File: src/rtl/ukvt_pkg.sv
// Shared constants, codes and types for the unsorted key/value table.
`default_nettype none
package ukvt_pkg;

    localparam int DEPTH       = 16;
    localparam int KEY_WIDTH   = 32;
    localparam int VALUE_WIDTH = 32;

    localparam int KEY_BITS    = 32;
    localparam int VALUE_BITS  = 32;
    localparam int REQ_W       = 2;
    localparam int STATUS_W    = 2;
    localparam int CAP_W       = 5;
    localparam int COUNT_W     = 5;

    localparam int CNT_W       = $clog2(DEPTH + 1);
    localparam int ADDR_W      = $clog2(DEPTH);
    localparam int CMP_W       = (CNT_W > CAP_W) ? CNT_W : CAP_W;

    localparam int IN_DATA_W   = ((KEY_BITS + VALUE_BITS + 7) / 8) * 8;

    typedef enum logic [REQ_W-1:0] {
        REQ_INSERT = 2'd0,
        REQ_LOOKUP = 2'd1,
        REQ_REMOVE = 2'd2,
        REQ_NOP    = 2'd3
    } req_t;

    typedef enum logic [STATUS_W-1:0] {
        ST_OK        = 2'd0,
        ST_NOT_FOUND = 2'd1,
        ST_FULL      = 2'd2
    } status_t;

    typedef struct packed {
        logic                  is_full;
        logic                  is_empty;
        logic [COUNT_W-1:0]    entry_count;
        logic [VALUE_BITS-1:0] removed_value;
        logic                  found;
        status_t               status;
    } result_t;

    localparam int RES_W      = $bits(result_t);
    localparam int OUT_DATA_W = ((RES_W + 7) / 8) * 8;

    typedef struct packed {
        logic                   we;
        logic [ADDR_W-1:0]      waddr;
        logic [KEY_WIDTH-1:0]   wkey;
        logic [VALUE_WIDTH-1:0] wvalue;
        logic [ADDR_W-1:0]      raddr;
    } ram_req_t;

endpackage
`default_nettype wire

File: src/rtl/ukvt_ram.sv
// Generic single-write, single-read RAM with registered read data.
`default_nettype none
module ukvt_ram #(
    parameter int WIDTH = 32,
    parameter int DEPTH = 16
) (
    input  wire logic                     aclk,
    input  wire logic                     we,
    input  wire logic [$clog2(DEPTH)-1:0] waddr,
    input  wire logic [WIDTH-1:0]         wdata,
    input  wire logic [$clog2(DEPTH)-1:0] raddr,
    output logic      [WIDTH-1:0]         rdata
);

    logic [WIDTH-1:0] mem [DEPTH];

    always_ff @(posedge aclk) begin
        if (we) begin
            mem[waddr] <= wdata;
        end
        rdata <= mem[raddr];
    end

endmodule
`default_nettype wire

File: src/rtl/ukvt_ctrl.sv
// Request sequencer: insert, scan for a key, and shift-down compaction on remove.
`default_nettype none
module ukvt_ctrl (
    input  wire logic                            aclk,
    input  wire logic                            aresetn,
    input  wire logic                            cfg_valid,
    output logic                                 cfg_ready,
    input  wire logic [ukvt_pkg::CAP_W-1:0]      cfg_data,
    input  wire logic                            in_valid,
    output logic                                 in_ready,
    input  wire logic [ukvt_pkg::REQ_W-1:0]      in_req,
    input  wire logic [ukvt_pkg::KEY_BITS-1:0]   in_key,
    input  wire logic [ukvt_pkg::VALUE_BITS-1:0] in_value,
    output ukvt_pkg::ram_req_t                   ram_req,
    input  wire logic [ukvt_pkg::KEY_WIDTH-1:0]  rd_key,
    input  wire logic [ukvt_pkg::VALUE_WIDTH-1:0] rd_value,
    output logic                                 res_valid,
    input  wire logic                            res_ready,
    output ukvt_pkg::result_t                    res
);
    import ukvt_pkg::*;

    typedef enum logic [3:0] {
        S_IDLE  = 4'b0001,
        S_SCAN  = 4'b0010,
        S_SHIFT = 4'b0100,
        S_DONE  = 4'b1000
    } state_t;

    state_t                 state_reg, state_next;
    logic [CNT_W-1:0]       count_reg, count_next;
    logic [CAP_W-1:0]       cap_reg, cap_next;
    logic [KEY_WIDTH-1:0]   key_reg, key_next;
    req_t                   req_reg, req_next;
    logic [CNT_W-1:0]       rd_idx_reg, rd_idx_next;
    logic                   pend_reg, pend_next;
    logic [ADDR_W-1:0]      pend_idx_reg, pend_idx_next;
    logic                   hit_reg, hit_next;
    logic [ADDR_W-1:0]      pos_reg, pos_next;
    logic [VALUE_WIDTH-1:0] removed_reg, removed_next;
    status_t                status_reg, status_next;

    logic in_fire;
    logic rd_more;
    logic full;

    assign cfg_ready = 1'b1;
    assign in_ready  = (state_reg == S_IDLE);
    assign in_fire   = in_valid && in_ready;
    assign rd_more   = (rd_idx_reg < count_reg);
    assign full      = (CMP_W'(count_reg) >= CMP_W'(cap_reg)) || (count_reg >= CNT_W'(DEPTH));

    always_comb begin
        state_next    = state_reg;
        count_next    = count_reg;
        cap_next      = cap_reg;
        key_next      = key_reg;
        req_next      = req_reg;
        rd_idx_next   = rd_idx_reg;
        pend_next     = pend_reg;
        pend_idx_next = pend_idx_reg;
        hit_next      = hit_reg;
        pos_next      = pos_reg;
        removed_next  = removed_reg;
        status_next   = status_reg;

        ram_req        = '0;
        ram_req.raddr  = rd_idx_reg[ADDR_W-1:0];

        res_valid = 1'b0;

        if (cfg_valid) begin
            cap_next = cfg_data;
        end

        unique case (state_reg)
            S_IDLE: begin
                if (in_fire) begin
                    key_next     = in_key[KEY_WIDTH-1:0];
                    req_next     = req_t'(in_req);
                    hit_next     = 1'b0;
                    removed_next = '0;
                    rd_idx_next  = '0;
                    pend_next    = 1'b0;
                    status_next  = ST_OK;
                    unique case (req_t'(in_req))
                        REQ_INSERT: begin
                            if (full) begin
                                status_next = ST_FULL;
                            end else begin
                                ram_req.we     = 1'b1;
                                ram_req.waddr  = count_reg[ADDR_W-1:0];
                                ram_req.wkey   = in_key[KEY_WIDTH-1:0];
                                ram_req.wvalue = in_value[VALUE_WIDTH-1:0];
                                count_next     = count_reg + 1'b1;
                            end
                            state_next = S_DONE;
                        end
                        REQ_LOOKUP, REQ_REMOVE: begin
                            state_next = S_SCAN;
                        end
                        default: begin
                            state_next = S_DONE;
                        end
                    endcase
                end
            end
            S_SCAN: begin
                if (rd_more) begin
                    rd_idx_next   = rd_idx_reg + 1'b1;
                    pend_next     = 1'b1;
                    pend_idx_next = rd_idx_reg[ADDR_W-1:0];
                end else begin
                    pend_next = 1'b0;
                end
                if (pend_reg && (rd_key == key_reg)) begin
                    hit_next = 1'b1;
                    pos_next = pend_idx_reg;
                    if (req_reg == REQ_REMOVE) begin
                        removed_next = rd_value;
                    end
                end
                if (!rd_more && !pend_reg) begin
                    if (!hit_reg) begin
                        status_next = ST_NOT_FOUND;
                        state_next  = S_DONE;
                    end else if (req_reg == REQ_REMOVE) begin
                        rd_idx_next = CNT_W'(pos_reg) + 1'b1;
                        state_next  = S_SHIFT;
                    end else begin
                        state_next = S_DONE;
                    end
                end
            end
            S_SHIFT: begin
                if (rd_more) begin
                    rd_idx_next   = rd_idx_reg + 1'b1;
                    pend_next     = 1'b1;
                    pend_idx_next = rd_idx_reg[ADDR_W-1:0];
                end else begin
                    pend_next = 1'b0;
                end
                // move the entry read last cycle one slot down
                if (pend_reg) begin
                    ram_req.we     = 1'b1;
                    ram_req.waddr  = pend_idx_reg - 1'b1;
                    ram_req.wkey   = rd_key;
                    ram_req.wvalue = rd_value;
                end
                if (!rd_more && !pend_reg) begin
                    count_next = count_reg - 1'b1;
                    state_next = S_DONE;
                end
            end
            S_DONE: begin
                res_valid = 1'b1;
                if (res_ready) begin
                    state_next = S_IDLE;
                end
            end
            default: begin
                state_next = S_IDLE;
            end
        endcase
    end

    always_comb begin
        res.status        = status_reg;
        res.found         = hit_reg;
        res.removed_value = VALUE_BITS'(removed_reg);
        res.entry_count   = COUNT_W'(count_reg);
        res.is_empty      = (count_reg == '0);
        res.is_full       = full;
    end

    always_ff @(posedge aclk) begin
        if (!aresetn) begin
            state_reg <= S_IDLE;
            count_reg <= '0;
            cap_reg   <= CAP_W'(16);
            pend_reg  <= 1'b0;
            hit_reg   <= 1'b0;
        end else begin
            state_reg <= state_next;
            count_reg <= count_next;
            cap_reg   <= cap_next;
            pend_reg  <= pend_next;
            hit_reg   <= hit_next;
        end
        key_reg      <= key_next;
        req_reg      <= req_next;
        rd_idx_reg   <= rd_idx_next;
        pend_idx_reg <= pend_idx_next;
        pos_reg      <= pos_next;
        removed_reg  <= removed_next;
        status_reg   <= status_next;
    end

    a_count_bound: assert property (@(posedge aclk) disable iff (!aresetn)
        count_reg <= CNT_W'(DEPTH))
        else $error("entry count above table depth");

    a_pend_follows_read: assert property (@(posedge aclk) disable iff (!aresetn)
        pend_reg |-> (rd_idx_reg == CNT_W'(pend_idx_reg) + 1'b1))
        else $error("read pipeline index out of step");

    a_write_in_range: assert property (@(posedge aclk) disable iff (!aresetn)
        (ram_req.we && (state_reg == S_SHIFT)) |-> (CNT_W'(ram_req.waddr) < count_reg))
        else $error("shift write beyond stored entries");

    a_remove_shrinks: assert property (@(posedge aclk) disable iff (!aresetn)
        (state_reg == S_SHIFT && state_next == S_DONE) |=> (count_reg == $past(count_reg) - 1'b1))
        else $error("remove did not decrement count");

    a_found_ok: assert property (@(posedge aclk) disable iff (!aresetn)
        (res_valid && res.found) |-> (res.status == ST_OK))
        else $error("found result with error status");

endmodule
`default_nettype wire

File: src/rtl/unsorted_key_value_table.sv
// Top level: stream ports, key and value memories, result output register.
//
// Unsorted key/value table, DEPTH entries kept in insertion order.
// Input items (s_*): tuser carries the request (0 insert, 1 lookup,
// 2 remove, 3 no-op); tdata carries key and value. One result item (m_*)
// follows every input item, in order.
// cfg_valid/cfg_data writes the capacity limit; write it only while idle.
// One item is worked at a time. An insert or no-op goes from accept
// through the DONE state and the output register to m_tvalid. A lookup
// or remove scans all stored entries through the key memory read port,
// one entry per cycle. A remove that hits then moves every later entry
// down one slot, one per cycle through the same port.
// The result sits in an output register; the next item is accepted while
// it waits. If the receiver stalls, the following result is held inside
// and s_tready stays low until the output register frees.
// Reset clears the count (table empty) and sets capacity to 16; memory
// contents are left as they are and are never read before being written.
`default_nettype none
module unsorted_key_value_table (
    input  wire logic                                aclk,
    input  wire logic                                aresetn,
    input  wire logic                                cfg_valid,
    output logic                                     cfg_ready,
    input  wire logic [ukvt_pkg::CAP_W-1:0]          cfg_data,
    input  wire logic                                s_tvalid,
    output logic                                     s_tready,
    input  wire logic [ukvt_pkg::IN_DATA_W-1:0]      s_tdata,  // key, value
    input  wire logic [ukvt_pkg::REQ_W-1:0]          s_tuser,  // req_type
    output logic                                     m_tvalid,
    input  wire logic                                m_tready,
    // status, found, removed_value, entry_count, is_empty, is_full
    output logic      [ukvt_pkg::OUT_DATA_W-1:0]     m_tdata
);
    import ukvt_pkg::*;

    ram_req_t               ram_req;
    logic [KEY_WIDTH-1:0]   rd_key;
    logic [VALUE_WIDTH-1:0] rd_value;
    logic                   res_valid;
    logic                   res_ready;
    result_t                res;

    logic                   m_valid_reg, m_valid_next;
    result_t                m_res_reg, m_res_next;

    ukvt_ctrl u_ctrl (
        .aclk      (aclk),
        .aresetn   (aresetn),
        .cfg_valid (cfg_valid),
        .cfg_ready (cfg_ready),
        .cfg_data  (cfg_data),
        .in_valid  (s_tvalid),
        .in_ready  (s_tready),
        .in_req    (s_tuser),
        .in_key    (s_tdata[KEY_BITS-1:0]),
        .in_value  (s_tdata[KEY_BITS +: VALUE_BITS]),
        .ram_req   (ram_req),
        .rd_key    (rd_key),
        .rd_value  (rd_value),
        .res_valid (res_valid),
        .res_ready (res_ready),
        .res       (res)
    );

    ukvt_ram #(.WIDTH(KEY_WIDTH), .DEPTH(DEPTH)) u_key_ram (
        .aclk  (aclk),
        .we    (ram_req.we),
        .waddr (ram_req.waddr),
        .wdata (ram_req.wkey),
        .raddr (ram_req.raddr),
        .rdata (rd_key)
    );

    ukvt_ram #(.WIDTH(VALUE_WIDTH), .DEPTH(DEPTH)) u_value_ram (
        .aclk  (aclk),
        .we    (ram_req.we),
        .waddr (ram_req.waddr),
        .wdata (ram_req.wvalue),
        .raddr (ram_req.raddr),
        .rdata (rd_value)
    );

    assign res_ready = !m_valid_reg || m_tready;

    always_comb begin
        m_valid_next = m_valid_reg;
        m_res_next   = m_res_reg;
        if (m_valid_reg && m_tready) begin
            m_valid_next = 1'b0;
        end
        if (res_valid && res_ready) begin
            m_valid_next = 1'b1;
            m_res_next   = res;
        end
    end

    always_ff @(posedge aclk) begin
        if (!aresetn) begin
            m_valid_reg <= 1'b0;
        end else begin
            m_valid_reg <= m_valid_next;
        end
        m_res_reg <= m_res_next;
    end

    assign m_tvalid = m_valid_reg;
    assign m_tdata  = OUT_DATA_W'(m_res_reg);

endmodule
`default_nettype wire
File: config.mk
export PLATFORM = sky130hd
export DESIGN_NAME = unsorted_key_value_table
export DESIGN_NICKNAME = d
export VERILOG_FILES = /design/src/rtl/ukvt_pkg.sv /design/src/rtl/ukvt_ram.sv /design/src/rtl/ukvt_ctrl.sv /design/src/rtl/unsorted_key_value_table.sv
export SDC_FILE = /design/constraint.sdc
export NUM_CORES = 1
export LEC_CHECK = 0
export ABC_AREA = 1
export BUFFER_PORTS_ARGS = -buffer_cell sky130_fd_sc_hd__buf_2
export CAP_MARGIN = 20
export CORE_MARGIN = 2
export CORE_UTILIZATION = 34
export CTS_CLUSTER_DIAMETER = 200
export DETAILED_ROUTE_END_ITERATION = 12
export HOLD_SLACK_MARGIN = 0.15
export PLACE_DENSITY = 0.46
export SETUP_SLACK_MARGIN = 0.2
export SLEW_MARGIN = 25
export SYNTH_ARGS = -nofsm -noshare
export SYNTH_HDL_FRONTEND = slang
export SYNTH_SLANG_ARGS = --single-unit
File: constraint.sdc
create_clock -name aclk -period 6.45 [get_ports aclk]
set_input_delay 0.645 -clock aclk [delete_from_list [all_inputs] [get_ports aclk]]
set_output_delay 0.645 -clock aclk [all_outputs]
set_load 0.1 [all_outputs]
==> results.json <==
{
  "clock_latency_ns": 0.76,
  "drt_iter0_drc": 2478,
  "cp.arrival_ns": 4.51,
  "port_buffers": 119,
  "worstSetupPathType": "register to register",
  "wl_per_cell_um": 23.4,
  "cts-htree-levels": 4,
  "final_cell_mix": "1,147 x edfxtp_1, 588 x nor2_1, 555 x o21ai_0",
  "async_reset_ff_share_pct": 0,
  "core_area_um2": 139000,
  "grt_pass1_wl_um": 198000,
  "cts.clk_slew.worst_paths_ns": 0.06,
  "cts_tree": "yes",
  "max_slew_margin_pct": 26.0,
  "reg2reg_from": "u_ctrl.count_reg[4]$_SDFFE_PN0P_",
  "diodes": 0,
  "hold_viol_final": 0,
  "cp_data_required_time_ns": 6.82,
  "final_common_cell": "edfxtp_1",
  "drv_slew": 0,
  "dp.cells": 5489,
  "nets": 3879,
  "cts_max_path_buffers": 3,
  "die_area_um2": 143000,
  "status": "finished, final reports clean",
  "whs_ns": 0.195,
  "min_path_type": "primary input to register",
  "ant_nets": 0,
  "seq_area_frac_synth_pct": 75.7,
  "whs_path_depth": 1,
  "drive_above_1_share_pct": 12.0,
  "syn_to_final_growth_pct": 16.0,
  "ys_types": 42,
  "maxCapViolations": 0,
  "setup_viol": 0,
  "grt-ovfl-total": 0,
  "track_usage_pct": 18.8,
  "tns_ns": 0,
  "ys.flop_type": "edfxtp_1",
  "clock-skew-final_ns": 0.0249,
  "rsz0062_at_grt": "no",
  "crit_path_end_kind": "register",
  "final_cells": 5773,
  "grt_max_degree": 212,
  "synth-edff-count": 1147,
  "reg2reg_setup_slack_ns": 2.31,
  "drt-total-wl_um": 135000,
  "finalCritPeriodShare_pct": 64.2,
  "crit_path_max_fanout": 35,
  "root_buffer": "clkbuf_16",
  "cts_sinks": 1228,
  "num_rows": 137,
  "power_uw": 19000,
  "hp-start": "s_tdata[7]",
  "via_count": 29800,
  "gp_congestion": 0.764,
  "ys_seq_elements": 1228,
  "design_area_um2": 55300,
  "grt_pass1_vias": 29200,
  "cts_buffers": 137,
  "min_to": "u_ctrl.key_reg[7]$_DFFE_PP_",
  "critPathLaunchType": "register",
  "r2r_end": "u_key_ram.mem[3][3]$_DFFE_PP_",
  "placed_cell_area_um2": 50700,
  "ff2ff_path_depth": 12,
  "cts_resized": 0,
  "antenna_found_initial": 2,
  "synth_top_area_cell": "edfxtp_1",
  "viasPerCell": 5.15,
  "max_freq_ghz": 0.241,
  "num_io_pins": 127,
  "die_w_um": 378,
  "syn_area_per_cell_um2": 13.1,
  "synthTopCellsByArea": "edfxtp_1 72%, o21ai_0 5.9%, nor2_1 4.8%",
  "worst_slew_pin_slew_ns": 1.11,
  "die_h_um": 378,
  "start_util_pct": 34.2,
  "p_leak_uw": 0.0189,
  "ys_warn_count": 0,
  "post-cts-setup-buffers": 0,
  "fin_crit_ns": 4.14,
  "hpwl_um": 69000,
  "synth.top_cell.area_share_pct": 72.3,
  "p_per_area_nw_per_um2": 343,
  "ir_worst_vdd_mv": 0.184,
  "syn_area_um2": 47700,
  "drt_pass1_iterations": 6,
  "drc": 0,
  "syn_inst": 3634
}
where the power goes:
| group | switching (uW) | internal [uW] |
|---|---|---|
| Combinational | 1860 | 664 |
| Clock | 3110 | 4260 |
| Sequential | 112 | 8970 |
layout make-up:
class                      instances  area [um^2]
timing repair buffer             242         1820
inverter                         145          576
clock buffer                     183         3720
fill                           13100        84000
multi-input combinational       2032        10300
clock inverter                    67          479
tap                             1876         2350
sequential                      1228        36100
metal layers:
layer	global-route usage (%)	up-vias	share of wire (%)	wire length (um)
met5	0	-	0	0
met4	5.08	0	1.9	2550
met3	3.56	159	5.6	7530
met2	29.6	794	46	62500
met1	26.6	15100	46	62700
li1	-	13700	-	-
cells by family after synthesis:
| kind of cell | count (synthesis) | synth area share [%] |
|---|---|---|
| XOR/XNOR | 16 | 0.294 |
| buffers and inverters | 379 | 3.26 |
| adder cells (fa/ha/maj) | 17 | 0.462 |
| AND/OR/NAND/NOR | 1080 | 9.30 |
| AO/OA/AOI/OAI | 912 | 11.0 |
| other | 2 | 0.0158 |
| flip-flops | 1228 | 75.7 |
how the worst max path moves through the flow:
stage,endpoint,slack (ns),depth (start not counted),from
3_5_place_dp,u_key_ram.mem[3][16]$_DFFE_PP_,2.30,11,u_ctrl.count_reg[0]$_SDFFE_PN0P_
3_3_place_gp,u_key_ram.mem[3][16]$_DFFE_PP_,2.33,12,u_ctrl.count_reg[4]$_SDFFE_PN0P_
6_report,u_key_ram.mem[3][3]$_DFFE_PP_,2.31,12,u_ctrl.count_reg[4]$_SDFFE_PN0P_
5_1_grt,u_key_ram.mem[3][3]$_DFFE_PP_,1.97,11,u_ctrl.count_reg[0]$_SDFFE_PN0P_
2_1_floorplan,u_key_ram.mem[8][0]$_DFFE_PP_,1.54,9,u_ctrl.state_reg[2]$_SDFFE_PN0P_
4_1_cts,u_key_ram.mem[3][3]$_DFFE_PP_,2.27,11,u_ctrl.count_reg[0]$_SDFFE_PN0P_
cells in the mapped netlist (all sizes together) (2+ instances only):
library cell,number
inv,144
or2,5
conb,2
buf,74
a32o,5
nor2,612
o211ai,39
nor4,3
clkbuf,160
ha,16
nand4,12
nor3,7
nand2,266
edfxtp,1147
dfxtp,81
o22ai,172
xnor2,5
o21ai,587
nand3,174
o221ai,89
xor2,11
a21oi,17
through the flow:
step / worst slack (ns) / util (%)
final: 2.31 / 39.7
after detailed placement: 2.30 / 36.4
after global routing: 1.97 / 39.7
after CTS: 2.27 / 39.6
after global placement: 2.33 / 36.3
after floorplan: 1.54 / -
critical path, stage by stage, from the launching register on:
cell and delay, ns:
dfxtp_1 0.43, ha_1 0.29, nand2_1 0.08, nand2_1 0.05
inv_1 0.06, o21ai_1 0.10, nor2_4 0.68, nand3_1 0.16
nand2_1 0.26, nand2_2 0.21, nor2_4 0.13, buf_4 0.56
buf_4 0.66
timing repair:
action	4_1_cts	5_1_grt
hold buffers	33	0
endpoints found under the setup margin	0	0
hold endpoints to repair	31	0
Note: power is estimated with default switching activity, not from simulation.
